[src/rtl/hsvrgb_pkg.sv]
// Shared types, constants and channel-order function for the HSV to RGB converter.
package hsvrgb_pkg;

	localparam int HUE_W       = 16;
	localparam int PCT_W       = 7;
	localparam int RGB_W       = 8;
	localparam int PROD_W      = 14;
	localparam int FRAC_W      = 10;
	localparam int NUM_W       = 24;
	localparam int SCALED_W    = 22;

	localparam int PCT_MAX       = 100;
	localparam int SECT_W        = 960;
	localparam int HUE_DIV15_K   = 1093;
	localparam int HUE_DIV15_SH  = 14;
	localparam int HUE_BIAS_REM  = 128;
	localparam int HUE_WRAP_ADD  = SECT_W - HUE_BIAS_REM;
	localparam int SIX_K         = 43;
	localparam int SIX_SH        = 8;
	localparam int CHAN_MUL      = 255;
	localparam int CHAN_SH       = 10;
	localparam int CHAN_DIV      = 9375;
	localparam int CHAN_RECIP_K  = 114532;
	localparam int CHAN_RECIP_SH = 30;

	typedef logic [2:0] sector_t;

	typedef enum logic [1:0] {
		TERM_ZERO,
		TERM_CHROMA,
		TERM_MID
	} term_t;

	typedef enum logic [1:0] {
		CH_RED,
		CH_GREEN,
		CH_BLUE
	} chan_t;

	typedef struct packed {
		logic s1;
		logic s2;
		logic s3;
		logic s4;
		logic s5;
		logic s6;
		logic s7;
	} stage_en_t;

	function automatic term_t chan_term(input sector_t idx, input chan_t ch);
		term_t t;
		t = TERM_ZERO;
		case (ch)
			CH_RED: begin
				case (idx)
					3'd0, 3'd5: t = TERM_CHROMA;
					3'd1, 3'd4: t = TERM_MID;
					default:    t = TERM_ZERO;
				endcase
			end
			CH_GREEN: begin
				case (idx)
					3'd1, 3'd2: t = TERM_CHROMA;
					3'd0, 3'd3: t = TERM_MID;
					default:    t = TERM_ZERO;
				endcase
			end
			CH_BLUE: begin
				case (idx)
					3'd3, 3'd4: t = TERM_CHROMA;
					3'd2, 3'd5: t = TERM_MID;
					default:    t = TERM_ZERO;
				endcase
			end
			default: t = TERM_ZERO;
		endcase
		return t;
	endfunction

endpackage

[src/rtl/hsvrgb_if.sv]
// Valid/ready channel interfaces for HSV items in and RGB items out.
interface hsvrgb_hsv_if;
	logic                                 valid;
	logic                                 ready;
	logic signed [hsvrgb_pkg::HUE_W-1:0] hue_sixteenths;
	logic        [hsvrgb_pkg::PCT_W-1:0] saturation_pct;
	logic        [hsvrgb_pkg::PCT_W-1:0] value_pct;

	modport source (output valid, hue_sixteenths, saturation_pct, value_pct, input ready);
	modport sink (input valid, hue_sixteenths, saturation_pct, value_pct, output ready);
endinterface

interface hsvrgb_rgb_if;
	logic                           valid;
	logic                           ready;
	logic [hsvrgb_pkg::RGB_W-1:0]  red;
	logic [hsvrgb_pkg::RGB_W-1:0]  green;
	logic [hsvrgb_pkg::RGB_W-1:0]  blue;

	modport source (output valid, red, green, blue, input ready);
	modport sink (input valid, red, green, blue, output ready);
endinterface

[src/rtl/hsvrgb_hue.sv]
// Hue decode: floored wrap into 0..360 degrees, 60-degree sector and in-sector ramp.
module hsvrgb_hue (
	input  logic                                 clk,
	input  hsvrgb_pkg::stage_en_t                en,
	input  logic signed [hsvrgb_pkg::HUE_W-1:0] hue,
	output hsvrgb_pkg::sector_t                  idx,
	output logic [hsvrgb_pkg::FRAC_W-1:0]        frac
);
	import hsvrgb_pkg::*;

	// s1: u = hue + 32768, a = floor(u / 960) via (u >> 6) / 15
	logic [HUE_W-1:0] u_s1_next;
	logic [20:0]      div_prod;
	logic [HUE_W-1:0] u_s1;
	logic [6:0]       a_s1;

	assign u_s1_next = {~hue[HUE_W-1], hue[HUE_W-2:0]};
	assign div_prod = 21'(u_s1_next[HUE_W-1:6]) * 21'(HUE_DIV15_K);

	always_ff @(posedge clk) begin
		if (en.s1) begin
			u_s1 <= u_s1_next;
			a_s1 <= div_prod[HUE_DIV15_SH +: 7];
		end
	end

	// s2: remainder, bias correction, sector mod 6 and ramp
	logic [HUE_W-1:0]  sect_base;
	logic [HUE_W-1:0]  r_full;
	logic [FRAC_W-1:0] r;
	logic              lo;
	logic [FRAC_W-1:0] rem;
	logic [6:0]        x;
	logic [12:0]       six_prod;
	logic [6:0]        six_mul;
	sector_t           idx_next;
	sector_t           idx_s2;
	logic [FRAC_W-1:0] frac_s2;

	always_comb begin
		sect_base = 16'(a_s1) * 16'(SECT_W);
		r_full    = u_s1 - sect_base;
		r         = r_full[FRAC_W-1:0];
		lo        = r < FRAC_W'(HUE_BIAS_REM);
		rem       = lo ? r + FRAC_W'(HUE_WRAP_ADD) : r - FRAC_W'(HUE_BIAS_REM);
		x         = a_s1 + (lo ? 7'd1 : 7'd2);
		six_prod  = 13'(x) * 13'(SIX_K);
		six_mul   = 7'(six_prod[12:SIX_SH]) * 7'd6;
		idx_next  = 3'(x - six_mul);
	end

	always_ff @(posedge clk) begin
		if (en.s2) begin
			idx_s2  <= idx_next;
			frac_s2 <= idx_next[0] ? FRAC_W'(SECT_W) - rem : rem;
		end
	end

	assign idx  = idx_s2;
	assign frac = frac_s2;

endmodule

[src/rtl/hsvrgb_chan.sv]
// Channel scale: floor(n * 255 / 9600000) by shift, reciprocal multiply and one correction.
module hsvrgb_chan (
	input  logic                           clk,
	input  hsvrgb_pkg::stage_en_t          en,
	input  logic [hsvrgb_pkg::NUM_W-1:0]   num,
	output logic [hsvrgb_pkg::RGB_W-1:0]   q
);
	import hsvrgb_pkg::*;

	logic [31:0]         scale_prod;
	logic [SCALED_W-1:0] a_s5;
	logic [38:0]         recip_prod;
	logic [SCALED_W-1:0] a_s6;
	logic [RGB_W-1:0]    q0_s6;
	logic [SCALED_W-1:0] back;
	logic [SCALED_W-1:0] rem;
	logic [RGB_W-1:0]    q_s7;

	assign scale_prod = 32'(num) * 32'(CHAN_MUL);
	assign recip_prod = 39'(a_s5) * 39'(CHAN_RECIP_K);
	assign back       = 22'(q0_s6) * 22'(CHAN_DIV);
	assign rem        = a_s6 - back;

	always_ff @(posedge clk) begin
		if (en.s5) begin
			a_s5 <= scale_prod[31:CHAN_SH];
		end
		if (en.s6) begin
			a_s6  <= a_s5;
			q0_s6 <= recip_prod[CHAN_RECIP_SH +: RGB_W];
		end
		if (en.s7) begin
			q_s7 <= (rem >= SCALED_W'(CHAN_DIV)) ? q0_s6 + 8'd1 : q0_s6;
		end
	end

	assign q = q_s7;

endmodule

[src/rtl/hsv_to_rgb_converter.sv]
// HSV to RGB converter top: seven-stage pipeline, one item per clock unless stalled.
// Takes a signed hue in 1/16 degree (wrapped modulo 360 degrees, floored), saturation and
// value in percent (clamped to 100) and returns 8-bit red, green and blue, each equal to
// floor((channel + m) * 255) computed exactly in integers. The depth is set by the hue
// decode (two stages), the chroma products (one), the channel mix (one) and the
// constant divide by 9600000 (three). A stall at the output holds only the stages that
// are full; empty stages keep filling, and the input is refused only when every stage
// holds an item.
module hsv_to_rgb_converter (
	input  logic         clk,
	input  logic         arst_n,
	hsvrgb_hsv_if.sink   hsv,
	hsvrgb_rgb_if.source rgb
);
	import hsvrgb_pkg::*;

	stage_en_t en;
	logic valid_s1, valid_s2, valid_s3, valid_s4, valid_s5, valid_s6, valid_s7;

	always_comb begin
		en.s7 = !valid_s7 || rgb.ready;
		en.s6 = !valid_s6 || en.s7;
		en.s5 = !valid_s5 || en.s6;
		en.s4 = !valid_s4 || en.s5;
		en.s3 = !valid_s3 || en.s4;
		en.s2 = !valid_s2 || en.s3;
		en.s1 = !valid_s1 || en.s2;
	end

	assign hsv.ready = en.s1;
	assign rgb.valid = valid_s7;

	always_ff @(posedge clk or negedge arst_n) begin
		if (!arst_n) begin
			valid_s1 <= 1'b0;
			valid_s2 <= 1'b0;
			valid_s3 <= 1'b0;
			valid_s4 <= 1'b0;
			valid_s5 <= 1'b0;
			valid_s6 <= 1'b0;
			valid_s7 <= 1'b0;
		end else begin
			if (en.s1) valid_s1 <= hsv.valid;
			if (en.s2) valid_s2 <= valid_s1;
			if (en.s3) valid_s3 <= valid_s2;
			if (en.s4) valid_s4 <= valid_s3;
			if (en.s5) valid_s5 <= valid_s4;
			if (en.s6) valid_s6 <= valid_s5;
			if (en.s7) valid_s7 <= valid_s6;
		end
	end

	// hue path, stages 1-2
	sector_t           idx_s2;
	logic [FRAC_W-1:0] frac_s2;

	hsvrgb_hue u_hue (
		.clk  (clk),
		.en   (en),
		.hue  (hsv.hue_sixteenths),
		.idx  (idx_s2),
		.frac (frac_s2)
	);

	// s1: clamp, s*v
	logic [PCT_W-1:0]  sat_c;
	logic [PCT_W-1:0]  val_c;
	logic [PROD_W-1:0] p_s1;
	logic [PCT_W-1:0]  v_s1;

	assign sat_c = (hsv.saturation_pct > PCT_W'(PCT_MAX)) ? PCT_W'(PCT_MAX) : hsv.saturation_pct;
	assign val_c = (hsv.value_pct > PCT_W'(PCT_MAX)) ? PCT_W'(PCT_MAX) : hsv.value_pct;

	always_ff @(posedge clk) begin
		if (en.s1) begin
			p_s1 <= PROD_W'(sat_c) * PROD_W'(val_c);
			v_s1 <= val_c;
		end
	end

	// s2: m term = 100v - sv
	logic [PROD_W-1:0] p_s2;
	logic [PROD_W-1:0] base_s2;

	always_ff @(posedge clk) begin
		if (en.s2) begin
			p_s2    <= p_s1;
			base_s2 <= PROD_W'(v_s1) * PROD_W'(PCT_MAX) - p_s1;
		end
	end

	// s3: numerators over 10000 * 960
	logic [NUM_W-1:0] pf_s3;
	logic [NUM_W-1:0] pw_s3;
	logic [NUM_W-1:0] bw_s3;
	sector_t          idx_s3;

	always_ff @(posedge clk) begin
		if (en.s3) begin
			pf_s3  <= NUM_W'(p_s2) * NUM_W'(frac_s2);
			pw_s3  <= NUM_W'(p_s2) * NUM_W'(SECT_W);
			bw_s3  <= NUM_W'(base_s2) * NUM_W'(SECT_W);
			idx_s3 <= idx_s2;
		end
	end

	// s4: per-channel mix, then stages 5-7 in the scalers
	logic [NUM_W-1:0] num_s4 [3];
	logic [NUM_W-1:0] term_val [3];
	logic [RGB_W-1:0] chan_q [3];

	for (genvar c = 0; c < 3; c++) begin : g_chan
		always_comb begin
			case (chan_term(idx_s3, chan_t'(c)))
				TERM_CHROMA: term_val[c] = pw_s3;
				TERM_MID:    term_val[c] = pf_s3;
				default:     term_val[c] = '0;
			endcase
		end

		always_ff @(posedge clk) begin
			if (en.s4) begin
				num_s4[c] <= bw_s3 + term_val[c];
			end
		end

		hsvrgb_chan u_chan (
			.clk (clk),
			.en  (en),
			.num (num_s4[c]),
			.q   (chan_q[c])
		);
	end

	assign rgb.red   = chan_q[CH_RED];
	assign rgb.green = chan_q[CH_GREEN];
	assign rgb.blue  = chan_q[CH_BLUE];

`ifndef SYNTHESIS
	a_sector_range: assert property (@(posedge clk) disable iff (!arst_n)
		valid_s2 |-> (idx_s2 <= 3'd5))
		else $error("hue sector out of range");

	a_frac_range: assert property (@(posedge clk) disable iff (!arst_n)
		valid_s2 |-> (frac_s2 <= FRAC_W'(SECT_W)))
		else $error("hue ramp beyond sector width");

	a_mid_le_chroma: assert property (@(posedge clk) disable iff (!arst_n)
		valid_s3 |-> (pf_s3 <= pw_s3))
		else $error("mid term exceeds chroma");

	a_full_stall: assert property (@(posedge clk) disable iff (!arst_n)
		(valid_s1 && valid_s2 && valid_s3 && valid_s4 && valid_s5 && valid_s6 && valid_s7
			&& !rgb.ready) |-> !hsv.ready)
		else $error("full pipeline accepted an item under stall");
`endif

endmodule

[src/flat_wrapper.sv]
// flat-port wrapper written by rule: the top's interface ports become plain ports
module hsv_to_rgb_converter_flat import hsvrgb_pkg::*;
  (clk, arst_n, hsv_valid, hsv_hue_sixteenths, hsv_saturation_pct, hsv_value_pct, hsv_ready, rgb_valid, rgb_red, rgb_green, rgb_blue, rgb_ready);
  hsvrgb_hsv_if hsv_i ();
  hsvrgb_rgb_if rgb_i ();
  input  logic clk;
  input  logic arst_n;
  input wire logic [$bits(hsv_i.valid)-1:0] hsv_valid;
  input wire logic [$bits(hsv_i.hue_sixteenths)-1:0] hsv_hue_sixteenths;
  input wire logic [$bits(hsv_i.saturation_pct)-1:0] hsv_saturation_pct;
  input wire logic [$bits(hsv_i.value_pct)-1:0] hsv_value_pct;
  output wire logic [$bits(hsv_i.ready)-1:0] hsv_ready;
  output wire logic [$bits(rgb_i.valid)-1:0] rgb_valid;
  output wire logic [$bits(rgb_i.red)-1:0] rgb_red;
  output wire logic [$bits(rgb_i.green)-1:0] rgb_green;
  output wire logic [$bits(rgb_i.blue)-1:0] rgb_blue;
  input wire logic [$bits(rgb_i.ready)-1:0] rgb_ready;
  assign hsv_i.valid = hsv_valid;
  assign hsv_i.hue_sixteenths = hsv_hue_sixteenths;
  assign hsv_i.saturation_pct = hsv_saturation_pct;
  assign hsv_i.value_pct = hsv_value_pct;
  assign hsv_ready = hsv_i.ready;
  assign rgb_valid = rgb_i.valid;
  assign rgb_red = rgb_i.red;
  assign rgb_green = rgb_i.green;
  assign rgb_blue = rgb_i.blue;
  assign rgb_i.ready = rgb_ready;
  hsv_to_rgb_converter u_core (.clk(clk), .arst_n(arst_n), .hsv(hsv_i), .rgb(rgb_i));
endmodule
[config.mk]
export PLATFORM = sky130hd
export DESIGN_NAME = hsv_to_rgb_converter_flat
export DESIGN_NICKNAME = d
export VERILOG_FILES = /design/src/rtl/hsvrgb_pkg.sv /design/src/rtl/hsvrgb_if.sv /design/src/rtl/hsvrgb_hue.sv /design/src/rtl/hsvrgb_chan.sv /design/src/rtl/hsv_to_rgb_converter.sv /design/src/flat_wrapper.sv
export SDC_FILE = /design/constraint.sdc
export NUM_CORES = 2
export LEC_CHECK = 0
export BUFFER_PORTS_ARGS = -buffer_cell sky130_fd_sc_hd__buf_2
export CORE_MARGIN = 2
export CORE_UTILIZATION = 35
export CTS_CLUSTER_SIZE = 28
export DETAILED_ROUTE_END_ITERATION = 16
export GPL_TIMING_DRIVEN = 0
export SLEW_MARGIN = 30
export SYNTH_ARGS = -nofsm -noshare
export SYNTH_HDL_FRONTEND = slang
export SYNTH_SLANG_ARGS = --single-unit
[constraint.sdc]
create_clock -name clk -period 19.3 [get_ports clk]
set_input_delay 0.965 -clock clk [delete_from_list [all_inputs] [get_ports clk]]
set_output_delay 0.965 -clock clk [all_outputs]
set_load 0.005 [all_outputs]
Word level (Yosys, flattened, before mapping)
Memory sizes are Yosys's and may differ from the RTL's. Cells that the tools add are included.

Add/sub/neg operators: 16. Multipliers: 18. Order comparisons: 6. Eq/ne operators: 11. Mux-type cells: 16. Bitwise operators: 1. Reductions and logical operators: 21.

Operator list (number): case mux 24 bit (2 select lines) (3); multiplier 22 x 15 -> 36 bit, second input constant (3); multiplier 24 x 8 -> 32 bit, second input constant (3); adder 24 bit (3); greater-or-equal comparator 22 x 14 -> 1 bit, second input constant (3); multiplier 8 x 14 -> 22 bit, second input constant (3); subtractor 22 bit (3); multiplier 14 x 4 -> 18 bit, second input constant (2); adder 8 x 1 -> 8 bit, second input constant (3); multiplier 14 x 10 -> 24 bit (1); 2-to-1 mux 8 bit (3); multiplier 10 x 11 -> 21 bit, second input constant (1); 2-to-1 mux 10 bit (2); greater-than comparator 7 bit, second input constant (2); multiplier 7 x 7 -> 14 bit (1); 2-to-1 mux 7 bit (2); subtractor 14 bit (1); multiplier 7 x 6 -> 13 bit, second input constant (1); multiplier 7 x 5 -> 12 bit, second input constant (1); case mux 2 bit (2 select lines) (3); OR reduction 2 bit (6); adder 10 bit, second input constant (1); < comparator 10 x 8 -> 1 bit, second input constant (1); subtractor 10 bit (1); other kinds (17) (36).

Register bits after elaboration: 329. Memory bits (writable): 72. Bits of input ports: 34. Word-level logic and storage cells: 121. Memories kept: 1.

Memories: u_core.num_s4 (words 3, bits a word 24, read ports 3, clocked after memory_dff 0, wr ports 3, line hsv_to_rgb_converter.sv:108) `logic [NUM_W-1:0] num_s4 [3];`.

Depth between registers and ports, before layout
Depth after elaboration: 9. Mapped depth: 34.

Modules after synthesis
Synthesis repeated with hierarchy kept, for this count alone.

Cells, all modules: 6288. Area total of the unflattened synthesis: 65923.2 um^2.

Modules (own cells, without submodules): hsv_to_rgb_converter (times used 1, cells an instance 1759, area each 18390.1 um^2, sequential area each 5640.4 um^2); hsvrgb_chan at u_core.g_chan[1].u_chan (times used 1, cells an instance 1412, area each 14761.7 um^2, sequential area each 1801.7 um^2); hsvrgb_chan at u_core.g_chan[2].u_chan (times used 1, cells an instance 1412, area each 14750.4 um^2, sequential area each 1801.7 um^2); hsvrgb_chan at u_core.g_chan[0].u_chan (times used 1, cells an instance 1400, area each 14742.9 um^2, sequential area each 1801.7 um^2); hsvrgb_hue (times used 1, cells an instance 305, area each 3278.1 um^2, sequential area each 900.9 um^2).

Least setup slack after synthesis
OpenSTA, ideal clock, no wires.

Kind: register to register. From: register u_core.u_hue.a_s1[0]. To: register u_core.u_hue.idx_s2[2] (netlist: u_core.u_hue.idx[2]), data pin. Setup time: 0.259 ns. Data arrival time: 6.776 ns. Data required time: 19.041 ns. Slack: 12.265 ns. Cell stages (with the launch flop): 35. Cell sequence: edfxtp_1 ha_1 ha_1 ha_1 inv_1 ha_1 a21oi_1 xnor2_1 and2_0 nand2_1 inv_1 ha_1 inv_1 fa_1 nand3b_1 nor2_1 xnor2_1 inv_1 ha_1 inv_1 fa_1 fa_1 inv_1 ha_1 o21ai_0 nand2b_1 a21oi_1 xnor2_1 ha_1 xor2_1 xnor2_1 xnor2_1 xnor2_1 xnor2_1 xnor2_1.

Longest elaborated chain between the ends: 8.

Ends and longest elaborated chain: start, declared (line hsvrgb_hue.sv:15) `logic [6:0] a_s1;`; start signal, assigned (line hsvrgb_hue.sv:23) `a_s1 <= div_prod[HUE_DIV15_SH +: 7];`; multiplier 7 x 4 -> 4 bit (line hsvrgb_hue.sv:41) `sect_base = 16'(a_s1) * 16'(SECT_W);`; subtractor 10 bit (line hsvrgb_hue.sv:42) `r_full = u_s1 - sect_base;`; < comparator 10 x 8 -> 1 bit (line hsvrgb_hue.sv:44) `lo = r < FRAC_W'(HUE_BIAS_REM);`; 2-to-1 mux 2 bit (line hsvrgb_hue.sv:46) `x = a_s1 + (lo ? 7'd1 : 7'd2);`; adder 7 x 2 -> 7 bit (*) (line hsvrgb_hue.sv:46); multiplier 7 x 6 -> 13 bit (line hsvrgb_hue.sv:47) `six_prod = 13'(x) * 13'(SIX_K);`; multiplier 5 x 2 -> 2 bit (line hsvrgb_hue.sv:48) `six_mul = 7'(six_prod[12:SIX_SH]) * 7'd6;`; subtractor 3 bit (*) (line hsvrgb_hue.sv:49) `idx_next = 3'(x - six_mul);`; net u_core.u_hue.idx_next[2] (line hsvrgb_hue.sv:36) `sector_t idx_next;`; end signal, assigned (line hsvrgb_hue.sv:54) `idx_s2 <= idx_next;`; end, declared (line hsvrgb_hue.sv:37) `sector_t idx_s2;`.

Mark *: on every way through the listed nets, which the timed path passes. The rest lies on a longest branch. A chain may end at the register's enable or synchronous reset.

Final worst setup path
Same ends and word-level chain as after synthesis.

==> flow_summary.yaml <==
setup_path:
  path_common_cell: "ha_1"
  cpPeakStageDelay_ns: 0.48
  crit_required_ns: 19.70
  timing.rr.end: "u_core.u_hue.idx[2]$_DFFE_PP_"
  crit_fanout: 7
  path_class: "reg -> reg"
  cp_data_arrival_time_ns: 8.10
  cp-startpoint: "u_core.u_hue.a_s1[0]$_DFFE_PP_"
  reg2reg_depth: 33
  setup.worst_path.end_class: "flop"
  r2r_slack_ns: 11.60
  slowest_stage: "fa_1"
  start_kind: "flop"
  crit_path_end: "u_core.u_hue.idx[2]$_DFFE_PP_"
  timing.rr.start: "u_core.u_hue.a_s1[0]$_DFFE_PP_"
floorplanning:
  rows: 158
  ioPinCount: 60
  die_x_um: 435
  die_h_um: 435
  start_util_pct: 35.1
  design.die.area_sq_um: 189000
  coreArea_sq_um: 185000
finish:
  areaGrowthSynthToFinish_pct: 8.59
  fillers: 18181
  nNetsFinal: 8459
  drive_gt1_share_pct: 3.56
  layout.cells.non_filler: 8857
worst_hold_path:
  hold_class: "in -> async"
synth:
  avgSynthCellArea_sq_um: 10.5
  yosysWarnings: 0
  synth_flop_cell: "edfxtp_1"
  synth_edf_count: 392
  async_flop_share_pct: 1.75
  ys_ff_latch: 399
  synth_cells: 6205
  syn-cell-area_sq_um: 65000
  synth-seq-area-share_pct: 18.4
  syn_nets: 8335
  ys_types: 81
sta:
  max_slew_margin_pct: 40.9
  hold_viol: 0
  fmax_mhz: 130
  period_needed_ns: 7.70
  finalMaxSlewViolations: 0
  worst_slew_pin_slew_ns: 0.882
  fin_crit_sh_pct: 39.9
  rsz0062_at_grt: "false"
  setup_viol: 0
  tns_ns: 0
  clock_skew_ns: 0.0229
detailed_routing:
  routed_wl_mm: 126
  via_per_inst: 4.58
  drc: 0
  wl_per_cell_um: 14.3
  antenna_left: 0
  vias: 40565
  drt-initial-drc-count: 1594
  first_pass_iters: 5
clocking:
  post_cts_buffers: 0
  hold_buffers: 0
  clock_sinks: 399
  cts_tree: "built"
  cts.htree.levels: 2
  clk_pin_slew_ns: 0.06
  cts_resized: 0
  clk_path_buf_depth: 3
  cts_buffers: 55
  clock-root-buffer: "clkbuf_16"
  clock_latency_ns: 0.67
grt:
  first_global_vias: 44480
  grt_pass1_wl_mm: 218
  grt_max_degree: 56
  grt-ovfl-total: 0
  antenna_found_initial: 2
  grt_usage_pct: 13.8
job:
  drv_cap: 0
placement:
  gp_congestion: 0.899
  post-place-cells: 8752
  post-dp-hpwl_mm: 111
  portBuffers: 57
run_status:
  outcome: "finished, final reports clean"
routing by layer:
metal / global-route usage, % / vias to the layer above / share of wire, %
met5: 0 / - / 0
met4: 3.17 / 0 / 2.3
met3: 1.45 / 157 / 2.5
met2: 24.1 / 446 / 48
met1: 18.5 / 19973 / 47
li1: - / 19989 / -
stage by stage:
stage	cell area (sq um)	hold WS, ns	setup slack (ns)	util, %
after global routing	70600	0.126	10.88	38.1
after detailed placement	68600	0.434	11.57	37.1
after floorplan	65000	0.400	12.26	-
final	70600	0.143	11.60	38.1
after global placement	68400	0.448	10.41	37.0
after CTS	70600	0.100	11.53	38.1
state kept, by name (all words and copies together) (netlist names), 10 cells and up:
name	flops
u_core.u_hue.frac	10
u_core.u_hue.u_s1	10
u_core.p_s1	14
u_core.pw_s3	18
u_core.g_chan.u_chan.a_s6	66
u_core.g_chan.u_chan.q0_s6	24
u_core.num_s4	72
u_core.pf_s3	24
u_core.g_chan.u_chan.a_s5	66
u_core.p_s2	13
u_core.bw_s3	17
u_core.g_chan.u_chan.q	24
u_core.base_s2	14
cell usage in the layout (no fill, tap or decap), types with 26 or more instances in the layout:
| cell type | netlist | routed |
|---|---|---|
| inv_1 | 1694 | 1692 |
| fa_1 | 1088 | 1088 |
| ha_1 | 1008 | 1008 |
| edfxtp_1 | 392 | 392 |
| nor2_1 | 245 | 245 |
| nand2_1 | 227 | 225 |
| xnor2_1 | 221 | 221 |
| a21oi_1 | 175 | 175 |
| and2_1 | 120 | 120 |
| o21ai_0 | 117 | 117 |
| a21o_1 | 75 | 75 |
| clkbuf_1 | 69 | 71 |
| xor2_1 | 69 | 69 |
| nor3_1 | 64 | 64 |
| buf_2 | 5 | 62 |
| a22oi_1 | 57 | 57 |
| nand3_1 | 59 | 57 |
| clkbuf_16 | 0 | 55 |
| nand2b_1 | 41 | 41 |
| o21a_1 | 37 | 37 |
| and3_1 | 35 | 35 |
| o21bai_1 | 30 | 30 |
| a211oi_1 | 27 | 27 |
| nor2b_1 | 26 | 26 |
cell families after synthesis:
| kind of cell | Yosys count | synth area share [%] |
|---|---|---|
| adder cells (fa/ha/maj) | 2096 | 52.9 |
| buffers and inverters | 1770 | 10.2 |
| AND/OR/NAND/NOR | 923 | 6.92 |
| AO/OA/AOI/OAI | 717 | 7.48 |
| flip-flops | 399 | 18.4 |
| XOR/XNOR | 290 | 3.91 |
| multiplexers | 10 | 0.162 |
cells in the mapped netlist (6+ instances only):
cell type	instances	area, sq um
o21a_1	37	278
a211oi_1	27	203
and4_1	7	61.3
nand4_1	22	138
xnor2_1	221	1940
a211o_1	9	78.8
or2_2	24	150
nor3b_1	7	52.6
o41ai_1	15	131
a21oi_1	175	876
o21ai_0	117	586
fa_1	1088	21800
nor4_1	7	43.8
and3_1	35	219
nand2b_1	41	257
or3_1	20	125
o211ai_1	22	165
o2111ai_1	11	96.3
clkbuf_1	69	259
a31o_2	8	70.1
edfxtp_1	392	11800
and2_1	120	751
xor2_1	69	604
nor2_1	245	920
o211a_1	8	80.1
a31oi_1	24	150
or4_1	6	45.0
a22oi_1	57	428
mux2i_1	6	60.1
dfrtp_1	7	175
nor2b_1	26	163
nor3_1	64	320
a2111oi_0	8	70.1
o21bai_1	30	225
a21o_1	75	563
o311ai_0	6	52.6
nand2_1	227	852
ha_1	1008	12600
a21boi_0	18	135
inv_1	1694	6360
o31ai_1	11	82.6
nand3_1	59	295
how the worst min path moves through the flow:
stage	startpoint	endpoint	slack, ns	cells after the start
global placement	u_core.p_s1[5]$_DFFE_PP_	u_core.p_s2[5]$_DFFE_PP_	0.45	0
floorplan	u_core.u_hue.idx[0]$_DFFE_PP_	u_core.idx_s3[0]$_DFFE_PP_	0.40	0
finish	arst_n	u_core.rgb.valid$_DFFE_PN0P_	0.14	1
CTS	arst_n	u_core.rgb.valid$_DFFE_PN0P_	0.10	1
global route	arst_n	u_core.rgb.valid$_DFFE_PN0P_	0.13	1
detailed placement	u_core.u_hue.idx[1]$_DFFE_PP_	u_core.idx_s3[1]$_DFFE_PP_	0.43	0
final cells by class:
type	count	area [sq um]	share of cell area, %
Multi-Input combinational cell	4036	46400	65.8
Buffer	76	299	0.424
Inverter	1694	6360	9.01
Sequential cell	399	11900	16.9
Tap cell	2480	3100	4.40
Clock inverter	47	569	0.806
Clock buffer	57	1380	1.96
Timing Repair Buffer	67	484	0.686
Antenna cell	1	2.50	0.00355
critical path: cells and delay by family (launching register included):
family | cells | cell delay [ns]
AO/OA/AOI/OAI | 4 | 0.70
adder cells (fa/ha/maj) | 11 | 3.46
buffers and inverters | 3 | 0.27
XOR/XNOR | 9 | 1.68
AND/OR/NAND/NOR | 6 | 0.93
flip-flops | 1 | 0.44
Power is left out: the tool's default activity adds up to more than one toggle a clock period on the data nets, which glitch-free logic cannot reach.
